<file path="src/design/cdm_pkg.sv">
`timescale 1ns / 1ps
// ----------------------------------------------------------------------------
// cdm_pkg: shared codes and types of the CD-ROM motion controller
// Function codes, motion codes, drive error codes, register indexes, flags.
// ----------------------------------------------------------------------------
package cdm_pkg;

	// function codes of a request
	localparam logic [2:0] FN_TICK     = 3'd0;
	localparam logic [2:0] FN_SPIN     = 3'd1;
	localparam logic [2:0] FN_SEEK     = 3'd2;
	localparam logic [2:0] FN_STOP     = 3'd3;
	localparam logic [2:0] FN_MEDIUM   = 3'd4;
	localparam logic [2:0] FN_RESET    = 3'd5;

	// motion codes
	localparam logic [2:0] MO_STOPPED   = 3'd0;
	localparam logic [2:0] MO_SPIN_UP   = 3'd1;
	localparam logic [2:0] MO_READY     = 3'd2;
	localparam logic [2:0] MO_SEEKING   = 3'd3;
	localparam logic [2:0] MO_READING   = 3'd4;
	localparam logic [2:0] MO_HOLD      = 3'd5;
	localparam logic [2:0] MO_SPIN_DOWN = 3'd6;

	// drive error codes
	localparam logic [2:0] ER_NONE    = 3'd0;
	localparam logic [2:0] ER_RESET   = 3'd1;
	localparam logic [2:0] ER_SPINUP  = 3'd2;
	localparam logic [2:0] ER_UNIT    = 3'd3;
	localparam logic [2:0] ER_FOCUS   = 3'd4;
	localparam logic [2:0] ER_ADDRESS = 3'd5;

	// configuration register indexes
	localparam int unsigned CFG_IDX_W = 2;
	localparam logic [CFG_IDX_W-1:0] REG_SPIN_UP = 2'd0;
	localparam logic [CFG_IDX_W-1:0] REG_SEEK    = 2'd1;
	localparam logic [CFG_IDX_W-1:0] REG_DIAG    = 2'd2;

	// register reset values
	localparam int unsigned SPIN_UP_TICKS_RST = 2000000;
	localparam int unsigned SEEK_TICKS_RST    = 40000;
	localparam int unsigned DIAG_TICKS_RST    = 10000;

	// lead-in offset added to a sector for the status address
	localparam int unsigned LEAD_IN = 150;

	typedef struct packed {
		logic sterr;     // focus or address error raised
		logic attn;      // attention line
		logic notice;    // spin request awaiting arrival
		logic invalid;   // seek was clamped
		logic seekread;  // read on arrival
		logic pending;   // seek pending
		logic known;     // medium seen at least once
		logic present;   // disc inserted
	} flags_t;

endpackage

</file>
<file path="src/design/cdm_cfg.sv">
`timescale 1ns / 1ps
// ----------------------------------------------------------------------------
// cdm_cfg: timer configuration registers
// Three tick counts, written by index; writes beyond the list are dropped.
// ----------------------------------------------------------------------------
module cdm_cfg
	import cdm_pkg::*;
#(
	parameter int TIMER_BITS = 24
) (
	input  logic                  clk,
	input  logic                  arst_n,
	input  logic                  wr_en,
	input  logic [CFG_IDX_W-1:0]  wr_index,
	input  logic [TIMER_BITS-1:0] wr_data,
	output logic [TIMER_BITS-1:0] spin_up_ticks,
	output logic [TIMER_BITS-1:0] seek_ticks,
	output logic [TIMER_BITS-1:0] diag_ticks
);

	logic [TIMER_BITS-1:0] spin_up_q, seek_q, diag_q;

	always_ff @(posedge clk or negedge arst_n) begin
		if (!arst_n) begin
			spin_up_q <= TIMER_BITS'(SPIN_UP_TICKS_RST);
			seek_q    <= TIMER_BITS'(SEEK_TICKS_RST);
			diag_q    <= TIMER_BITS'(DIAG_TICKS_RST);
		end else if (wr_en) begin
			unique case (wr_index)
				REG_SPIN_UP: spin_up_q <= wr_data;
				REG_SEEK:    seek_q    <= wr_data;
				REG_DIAG:    diag_q    <= wr_data;
				default:     ;
			endcase
		end
	end

	assign spin_up_ticks = spin_up_q;
	assign seek_ticks    = seek_q;
	assign diag_ticks    = diag_q;

endmodule

</file>
<file path="src/design/cdm_core.sv">
`timescale 1ns / 1ps
// ----------------------------------------------------------------------------
// cdm_core: motion state and its next-state update
// Holds drive state; applies one request per enabled cycle and shows the
// state after it on the next-state outputs.
// ----------------------------------------------------------------------------
module cdm_core
	import cdm_pkg::*;
#(
	parameter int SECTOR_BITS = 19,
	parameter int TIMER_BITS  = 24
) (
	input  logic                   clk,
	input  logic                   arst_n,
	input  logic                   en,
	input  logic [2:0]             func,
	input  logic [SECTOR_BITS-1:0] target_sector,
	input  logic                   read_after_seek,
	input  logic                   medium_present,
	input  logic [SECTOR_BITS-1:0] medium_size,
	input  logic [TIMER_BITS-1:0]  spin_up_ticks,
	input  logic [TIMER_BITS-1:0]  seek_ticks,
	input  logic [TIMER_BITS-1:0]  diag_ticks,
	output logic [2:0]             n_motion,
	output logic [SECTOR_BITS-1:0] n_head,
	output logic [2:0]             n_first_err,
	output logic [SECTOR_BITS:0]   n_err_addr,
	output flags_t                 n_flags
);

	localparam logic [TIMER_BITS-1:0] T_ONE = TIMER_BITS'(1);

	logic [2:0]             motion_q;
	logic [TIMER_BITS-1:0]  mcnt_q, dcnt_q;
	logic [SECTOR_BITS-1:0] head_q, goal_q, size_q;
	flags_t                 flags_q;
	logic [2:0]             first_err_q;
	logic [SECTOR_BITS:0]   err_addr_q;

	logic [TIMER_BITS-1:0]  n_mcnt, n_dcnt;
	logic [SECTOR_BITS-1:0] n_goal, n_size;
	logic                   raise_a, raise_b;
	logic [2:0]             code_a, code_b;
	logic                   bad, changed;
	logic [TIMER_BITS-1:0]  spin_dur, seek_dur, diag_dur;
	logic [SECTOR_BITS-1:0] nsize;

	// zero duration runs as one tick
	assign spin_dur = (spin_up_ticks == '0) ? T_ONE : spin_up_ticks;
	assign seek_dur = (seek_ticks == '0) ? T_ONE : seek_ticks;
	assign diag_dur = (diag_ticks == '0) ? T_ONE : diag_ticks;

	always_comb begin
		n_motion    = motion_q;
		n_mcnt      = mcnt_q;
		n_dcnt      = dcnt_q;
		n_head      = head_q;
		n_goal      = goal_q;
		n_size      = size_q;
		n_flags     = flags_q;
		n_first_err = first_err_q;
		n_err_addr  = err_addr_q;
		raise_a     = 1'b0;
		raise_b     = 1'b0;
		code_a      = ER_NONE;
		code_b      = ER_NONE;
		bad         = 1'b0;
		changed     = 1'b0;
		nsize       = medium_present ? medium_size : '0;

		unique case (func)
			FN_TICK: begin
				// diagnostic countdown served first
				if (dcnt_q != '0) begin
					n_dcnt = dcnt_q - T_ONE;
					if (n_dcnt == '0) begin
						raise_a = 1'b1;
						code_a  = ER_RESET;
					end
				end
				if (mcnt_q != '0) begin
					n_mcnt = mcnt_q - T_ONE;
					if (n_mcnt == '0) begin
						if (motion_q == MO_SPIN_UP) begin
							n_motion = MO_READY;
							if (flags_q.pending) begin
								n_motion = MO_SEEKING;
								n_mcnt   = seek_dur;
							end
						end else if (motion_q == MO_SEEKING) begin
							n_head          = goal_q;
							n_motion        = flags_q.seekread ? MO_READING : MO_HOLD;
							n_flags.pending = 1'b0;
							if (flags_q.invalid) begin
								raise_b = 1'b1;
								code_b  = ER_ADDRESS;
							end else if (flags_q.notice) begin
								raise_b = 1'b1;
								code_b  = ER_SPINUP;
							end
							n_flags.invalid = 1'b0;
							n_flags.notice  = 1'b0;
						end else if (motion_q == MO_SPIN_DOWN) begin
							n_motion = MO_STOPPED;
						end
					end
				end
			end
			FN_SPIN, FN_SEEK: begin
				if (!flags_q.present) begin
					raise_b = 1'b1;
					code_b  = ER_FOCUS;
				end else begin
					if (func == FN_SPIN) begin
						n_flags.notice   = 1'b1;
						n_flags.seekread = 1'b0;
						n_flags.invalid  = 1'b0;
						n_goal           = '0;
					end else begin
						if (motion_q == MO_READING)
							n_motion = MO_HOLD;
						bad = target_sector >= size_q;
						if (bad)
							n_goal = (size_q != '0) ? size_q - SECTOR_BITS'(1) : '0;
						else
							n_goal = target_sector;
						n_flags.notice   = 1'b0;
						n_flags.invalid  = bad;
						n_flags.seekread = !bad && read_after_seek;
					end
					n_flags.pending = 1'b1;
					// start motion
					if (n_motion == MO_STOPPED || n_motion == MO_SPIN_DOWN) begin
						n_motion = MO_SPIN_UP;
						n_mcnt   = spin_dur;
					end else if (n_motion != MO_SPIN_UP) begin
						n_motion = MO_SEEKING;
						n_mcnt   = seek_dur;
					end
				end
			end
			FN_STOP: begin
				if (motion_q == MO_READING)
					n_motion = MO_HOLD;
			end
			FN_MEDIUM: begin
				changed = flags_q.known &&
					(flags_q.present != medium_present || size_q != nsize);
				n_flags.known   = 1'b1;
				n_flags.present = medium_present;
				n_size          = nsize;
				if (motion_q == MO_READING)
					n_motion = MO_HOLD;
				if (!medium_present) begin
					n_motion        = MO_STOPPED;
					n_mcnt          = '0;
					n_flags.pending = 1'b0;
					n_flags.invalid = 1'b0;
				end
				if (changed) begin
					raise_b = 1'b1;
					code_b  = ER_UNIT;
				end
			end
			FN_RESET: begin
				n_motion    = MO_STOPPED;
				n_mcnt      = '0;
				n_dcnt      = diag_dur;
				n_head      = '0;
				n_goal      = '0;
				n_flags     = '0;
				n_flags.present = flags_q.present;
				n_flags.known   = flags_q.known;
				n_first_err = ER_NONE;
				n_err_addr  = '0;
			end
			default: ;
		endcase

		// error latching; the later raise sets the address
		if (raise_a) begin
			if (n_first_err == ER_NONE)
				n_first_err = code_a;
			n_err_addr   = {1'b0, head_q} + (SECTOR_BITS+1)'(LEAD_IN);
			n_flags.attn = 1'b1;
		end
		if (raise_b) begin
			if (n_first_err == ER_NONE)
				n_first_err = code_b;
			if (code_b == ER_FOCUS || code_b == ER_ADDRESS)
				n_flags.sterr = 1'b1;
			n_err_addr   = {1'b0, n_head} + (SECTOR_BITS+1)'(LEAD_IN);
			n_flags.attn = 1'b1;
		end
	end

	always_ff @(posedge clk or negedge arst_n) begin
		if (!arst_n) begin
			motion_q    <= MO_STOPPED;
			mcnt_q      <= '0;
			dcnt_q      <= TIMER_BITS'(DIAG_TICKS_RST);
			head_q      <= '0;
			goal_q      <= '0;
			size_q      <= '0;
			flags_q     <= '0;
			first_err_q <= ER_NONE;
			err_addr_q  <= '0;
		end else if (en) begin
			motion_q    <= n_motion;
			mcnt_q      <= n_mcnt;
			dcnt_q      <= n_dcnt;
			head_q      <= n_head;
			goal_q      <= n_goal;
			size_q      <= n_size;
			flags_q     <= n_flags;
			first_err_q <= n_first_err;
			err_addr_q  <= n_err_addr;
		end
	end

endmodule

</file>
<file path="src/design/cdrom_motion_controller.sv">
`timescale 1ns / 1ps
// ----------------------------------------------------------------------------
// cdrom_motion_controller: spindle, pickup and error status of a CD-ROM drive
// Takes tick and command requests and returns one status request for each.
// ----------------------------------------------------------------------------
// Use:
//   cmd channel (cmd_valid/cmd_stall): func plus seek and medium fields.
//   status channel (status_valid/status_stall): drive state after the request.
//   cfg channel (cfg_valid/cfg_ready, always ready): timer registers by
//   index; write only with the block idle.
// Path: request registered in the input stage; the state is then updated
// and the status registered in the status register.
// Throughput: one request per cycle unless status stalls; the state update is
// one pass of compares and two decrements between input and status registers.
// Reset: asynchronous; motion stopped, no disc, errors clear, diagnostic
// countdown loaded with the reset value of diag_ticks, timers at defaults.
// Stall: a held status freezes the input stage; the cmd side sees
// cmd_stall once that stage is full, so nothing is dropped.
// ----------------------------------------------------------------------------
module cdrom_motion_controller
	import cdm_pkg::*;
#(
	parameter int SECTOR_BITS = 19,
	parameter int TIMER_BITS  = 24
) (
	input  logic                   clk,
	input  logic                   arst_n,
	// command requests
	input  logic                   cmd_valid,
	output logic                   cmd_stall,
	input  logic [2:0]             func,
	input  logic [SECTOR_BITS-1:0] target_sector,
	input  logic                   read_after_seek,
	input  logic                   medium_present,
	input  logic [SECTOR_BITS-1:0] medium_size,
	// status requests
	output logic                   status_valid,
	input  logic                   status_stall,
	output logic [2:0]             motion,
	output logic [SECTOR_BITS-1:0] current_sector,
	output logic [2:0]             err_code,
	output logic                   hard_err,
	output logic                   attention,
	output logic                   no_disc,
	output logic                   read_busy,
	output logic [SECTOR_BITS:0]   err_address,
	// configuration writes
	input  logic                   cfg_valid,
	output logic                   cfg_ready,
	input  logic [CFG_IDX_W-1:0]   cfg_index,
	input  logic [TIMER_BITS-1:0]  cfg_data
);

	logic [TIMER_BITS-1:0] spin_up_ticks, seek_ticks, diag_ticks;

	// input stage
	logic                   valid_s1;
	logic [2:0]             func_s1;
	logic [SECTOR_BITS-1:0] target_s1, size_s1;
	logic                   rd_s1, present_s1;

	logic out_block, s1_go, cmd_take;

	// next state from the core
	logic [2:0]             n_motion, n_first_err;
	logic [SECTOR_BITS-1:0] n_head;
	logic [SECTOR_BITS:0]   n_err_addr;
	flags_t                 n_flags;

	// status register
	logic                   status_valid_q;
	logic [2:0]             motion_q, err_code_q;
	logic [SECTOR_BITS-1:0] sector_q;
	logic                   sterr_q, attn_q, door_q, data_q;
	logic [SECTOR_BITS:0]   addr_q;

	assign cfg_ready = 1'b1;

	cdm_cfg #(.TIMER_BITS(TIMER_BITS)) u_cfg (
		.clk           (clk),
		.arst_n        (arst_n),
		.wr_en         (cfg_valid && cfg_ready),
		.wr_index      (cfg_index),
		.wr_data       (cfg_data),
		.spin_up_ticks (spin_up_ticks),
		.seek_ticks    (seek_ticks),
		.diag_ticks    (diag_ticks)
	);

	// status held while the receiver stalls; input stage waits behind it
	assign out_block = status_valid_q && status_stall;
	assign s1_go     = valid_s1 && !out_block;
	assign cmd_stall = valid_s1 && out_block;
	assign cmd_take  = cmd_valid && !cmd_stall;

	always_ff @(posedge clk or negedge arst_n) begin
		if (!arst_n) begin
			valid_s1 <= 1'b0;
		end else if (cmd_take) begin
			valid_s1 <= 1'b1;
		end else if (s1_go) begin
			valid_s1 <= 1'b0;
		end
	end

	always_ff @(posedge clk) begin
		if (cmd_take) begin
			func_s1    <= func;
			target_s1  <= target_sector;
			rd_s1      <= read_after_seek;
			present_s1 <= medium_present;
			size_s1    <= medium_size;
		end
	end

	cdm_core #(.SECTOR_BITS(SECTOR_BITS), .TIMER_BITS(TIMER_BITS)) u_core (
		.clk             (clk),
		.arst_n          (arst_n),
		.en              (s1_go),
		.func            (func_s1),
		.target_sector   (target_s1),
		.read_after_seek (rd_s1),
		.medium_present  (present_s1),
		.medium_size     (size_s1),
		.spin_up_ticks   (spin_up_ticks),
		.seek_ticks      (seek_ticks),
		.diag_ticks      (diag_ticks),
		.n_motion        (n_motion),
		.n_head          (n_head),
		.n_first_err     (n_first_err),
		.n_err_addr      (n_err_addr),
		.n_flags         (n_flags)
	);

	always_ff @(posedge clk or negedge arst_n) begin
		if (!arst_n) begin
			status_valid_q <= 1'b0;
		end else if (s1_go) begin
			status_valid_q <= 1'b1;
		end else if (!status_stall) begin
			status_valid_q <= 1'b0;
		end
	end

	// status payload: state after the request
	always_ff @(posedge clk) begin
		if (s1_go) begin
			motion_q   <= n_motion;
			sector_q   <= n_head;
			err_code_q <= n_first_err;
			sterr_q    <= n_flags.sterr;
			attn_q     <= n_flags.attn;
			door_q     <= !n_flags.present;
			data_q     <= (n_motion == MO_READING);
			addr_q     <= n_err_addr;
		end
	end

	assign status_valid   = status_valid_q;
	assign motion         = motion_q;
	assign current_sector = sector_q;
	assign err_code       = err_code_q;
	assign hard_err       = sterr_q;
	assign attention      = attn_q;
	assign no_disc        = door_q;
	assign read_busy      = data_q;
	assign err_address    = addr_q;

endmodule
</file>
<file path="config.mk">
export PLATFORM = sky130hd
export DESIGN_NAME = cdrom_motion_controller
export DESIGN_NICKNAME = d
export VERILOG_FILES = /design/src/design/cdm_pkg.sv /design/src/design/cdm_cfg.sv /design/src/design/cdm_core.sv /design/src/design/cdrom_motion_controller.sv
export SDC_FILE = /design/constraint.sdc
export NUM_CORES = 1
export LEC_CHECK = 0
export BUFFER_PORTS_ARGS = -buffer_cell sky130_fd_sc_hd__buf_2
export CAP_MARGIN = 5
export CORE_ASPECT_RATIO = 0.6
export CORE_MARGIN = 2
export CORE_UTILIZATION = 61
export DETAILED_ROUTE_END_ITERATION = 8
export GPL_ROUTABILITY_DRIVEN = 1
export PLACE_DENSITY = 0.86
export RECOVER_POWER = 100
export SYNTH_ARGS = -nofsm -noshare
export SYNTH_HDL_FRONTEND = slang
export SYNTH_SLANG_ARGS = --single-unit
export TNS_END_PERCENT = 20
</file>
<file path="constraint.sdc">
create_clock -name clk -period 5.15 [get_ports clk]
set_input_delay 0.515 -clock clk [delete_from_list [all_inputs] [get_ports clk]]
set_output_delay 0.515 -clock clk [all_outputs]
set_load 0.02 [all_outputs]
</file>
==> qor.yml <==
status: "complete, but fails checks"
violations: "capacitance limit, slew limit"
internal_power_mw: 5.224
cts_tree: "built"
grt_max_degree: 126
globalRouteMet2Util_pct: 44.05
crit_path_top_delay_cell: "or4b_4"
finalWorstSetupSlack_ps: 301.7
power_switching_mw: 2.914
yosysTopAreaCell: "dfrtp_1"
muxShareOfSynthArea_pct: 8.701
grt_pass1_vias: 12770
first_pass_iters: 8
reg2reg_from: "u_core.mcnt_q[1]"
synthAdderAreaFrac_pct: 2.113
finalPower_mw: 8.139
multiInputGateArea_um2: 7785
avgRoutedWirePerCell_um: 21.86
grt_pass1_wl_um: 73560
crit_start: "u_core.mcnt_q[1]"
synthCells: 1679
synthTopCellsByCount: "dfrtp_1, nand2_1, o21ai_0"
synth_top_family_by_area: "simple AND/OR/NAND/NOR gates"
yosys.area_share.simple_pct: 17.02
clock_latency_ps: 570
synth-compound-area-share_pct: 15.32
viasPerCell: 6.511
top_usage_layer: "met1"
slew_violations: 302
die_h_um: 131.7
core-area_um2: 26590
avgSynthCellArea_um2: 9.875
setup_viol: 0
worstMarginPinSlew_ps: 3233
dpl_worst_slack_ps: 336.2
max_cap_viol_count: 5
endpoint: "u_core.err_addr_q[11]"
p_seq_share_pct: 46.1
regArea_um2: 8120
cts.sinks: 305
yosys-top-cells-area: "dfrtp_1, edfxtp_1, mux2_2"
dp_cells: 2083
htreeDepth: 1
nets: 1857
crit_path_end_kind: "flop"
use_met1_pct: 52.23
netlist_area_um2: 16580
cp_cell_sequence: "inv_1 > ha_1 > or4b_4 > nor4b_4 > nand3b_2 > xnor2_1 > nor4_4 > and3_1 > buf_4 > a21oi_1 > buf_4 > ha_1 > nor2b_1 > mux2i_1 > a21oi_2 > o21ai_1 > or4_1 > nand3_1"
clk_pin_slew_ps: 70
synth.most_common_cell: "dfrtp_1"
clockBufferDepth: 3
synth_warnings: 0
drc_errors: 0
design.die.area_um2: 28560
postRouteAntennaNets: 0
io_pins: 126
finalHoldViolCount: 0
critPathBufInv: 3
pwr-share-comb_pct: 27.1
synth_top_area_share_pct: 28.83
clock.fmax_ghz: 0.2063
slew_headroom_pct: -115.5
r2r_cells: 18
io_buffers: 124
synth_xor_area_share_pct: 3.796
rows: 46
rsz0062_at_grt: "false"
start_kind: "flop"
synth.distinct_cells: 86
fin_crit_sh_pct: 94.14
path_max_fanout: 13
area_growth_pct: 10.52
tns_ps: 0
vdd_drop_max_mv: 0.2655
power.share.clock_pct: 26.8
place_area_um2: 17490
grt.met3_usage_pct: 9.676
dp_hpwl_um: 33210
antenna_found_initial: 3
num_vias: 13930
routabilityCongestion: 0.9772
synth_edf_count: 92
synth_seq_cells: 305
path_delay_family: "simple AND/OR/NAND/NOR gates"
layoutNonFillerInstCount: 2139
root_buffer: "clkbuf_16"
powerDensity_nw_per_um2: 444.2
async_flop_share_pct: 69.84
drive_above_1_share_pct: 15.36
cts_made_buffers: 29
period_needed_ps: 4848
fin_skew_ps: 11.08
crit_cells: 18
worstSetupPathType: "reg2reg"
grt_usage_pct: 32.81
globalRouteOverflowTotal: 0
cp.arrival_ps: 5350
fillerInstances: 2056
finalWirelength_um: 46760
cts_setup_buffers: 0
initialDrtViolationCount: 2063
yosysSeqAreaShare_pct: 48.98
reg2reg_to: "u_core.err_addr_q[11]"
start_util_pct: 62.35
crit_required_ps: 5650
dieWidth_um: 216.8
synth_ff_type: "dfrtp_1"
r2r_setup_slack_ps: 300
cpPeakStageDelay_ps: 590
final_area_um2: 18320
synth_nets: 1781
hp-class: "in2reg"
p_sw_share_pct: 35.81
power.leakage_nw: 7.529
[kinds of logic after synthesis]
| kind of cell | after synthesis |
|---|---|
| xor gates and xnor gates | 71 |
| DFF | 305 |
| and+or+nand+nor | 560 |
| buffers and inverters | 170 |
| AOI/OAI and AO/OA | 413 |
| adders and majority gates | 28 |
| other | 1 |
| muxes | 131 |
[worst reg2reg max path, cell delays in order, from the launching register on]
cell and delay [ps]:
dfrtp_1 400, inv_1 130, ha_1 280, or4b_4 590, nor4b_4 500, nand3b_2 140, xnor2_1 190, nor4_4 280
and3_1 350, buf_4 260, a21oi_1 90, buf_4 150, ha_1 220, nor2b_1 150, mux2i_1 130, a21oi_2 190
o21ai_1 120, or4_1 490, nand3_1 110
[layer usage]
layer / vias up / wire (µm)
met1: 6783 / 21190
met5: - / 0
met2: 795 / 18930
li1: 6274 / -
met4: 0 / 822
met3: 74 / 5816
[power groups by stage]
stage	combinational (mW)	clock [mW]	sequential (mW)
6_report	2.21	2.18	3.75
2_1_floorplan	1.72	0	3.47
3_5_place_dp	2.18	0	3.74
3_3_place_gp	2.11	0	3.72
4_1_cts	2.20	2.21	3.71
5_1_grt	2.44	2.33	3.81
[worst min-delay path by stage]
stage	from	end	slack (ps)	depth (start not counted)
2_1_floorplan	arst_n	status_valid	220	0
5_1_grt	medium_size[15]	size_s1[15]	100	1
4_1_cts	target_sector[12]	target_s1[12]	100	1
3_3_place_gp	u_core.flags_q[1]	u_core.flags_q[1]	450	1
3_5_place_dp	u_core.flags_q[1]	u_core.flags_q[1]	460	1
6_report	target_sector[12]	target_s1[12]	110	1
[layout make-up]
class | instances | area share [%]
diodes | 2 | 0.02731
clock buffers | 40 | 4.520
clock inverters | 13 | 0.7306
inverters | 61 | 1.256
multi-input cells | 1204 | 42.49
flip-flops and latches | 305 | 44.32
well taps | 360 | 2.458
repair buffers | 154 | 4.206
[flip-flops by register name, summed over array words and instances (netlist names), 8 cells and up]
name / count
u_cfg.seek_ticks: 24
u_core.mcnt_q: 24
u_core.flags_q: 8
size_s1: 19
u_cfg.diag_ticks: 24
current_sector: 19
u_core.head_q: 19
err_address: 20
target_s1: 19
u_core.dcnt_q: 24
u_core.goal_q: 19
u_core.size_q: 19
u_core.err_addr_q: 20
u_cfg.spin_up_ticks: 24
[through the flow]
step	util [%]	hold WS [ps]
after floorplan	-	219.4
after global placement	65.76	451.7
after detailed placement	65.76	458.0
after CTS	69.38	96.92
after global routing	68.90	103.6
final	68.91	114.2
[cells in the final DEF (no fill, tap or decap), drive strengths merged, types with 6 or more instances in the layout]
cell | synthesis | routed
o32a | 10 | 10
nand3b | 12 | 12
dfstp | 22 | 22
edfxtp | 92 | 92
a22o | 6 | 6
or4 | 16 | 16
nand2 | 179 | 179
o22ai | 19 | 19
nor2 | 103 | 103
nor2b | 13 | 13
nand3 | 55 | 55
buf | 17 | 86
dfrtp | 191 | 191
nand2b | 15 | 15
nor3 | 37 | 37
and3 | 25 | 25
a21oi | 99 | 99
a211oi | 12 | 12
a22oi | 29 | 29
inv | 60 | 61
clkinv | 1 | 10
o22a | 15 | 15
and2 | 11 | 11
or3 | 12 | 12
a32oi | 6 | 6
ha | 28 | 28
xnor2 | 45 | 45
nor4 | 40 | 40
xor2 | 26 | 26
mux2 | 92 | 92
or2 | 7 | 7
mux2i | 39 | 39
o31ai | 6 | 6
a31oi | 13 | 13
o21ai | 158 | 158
o21a | 7 | 7
clkbuf | 92 | 108
nand4 | 17 | 17
[repair_timing]
item,CTS,global route
hold buffers,0,0
endpoints found under the setup margin,0,1
gates resized for setup,0,1
No activity file was read; power rests on OpenSTA's default activity.
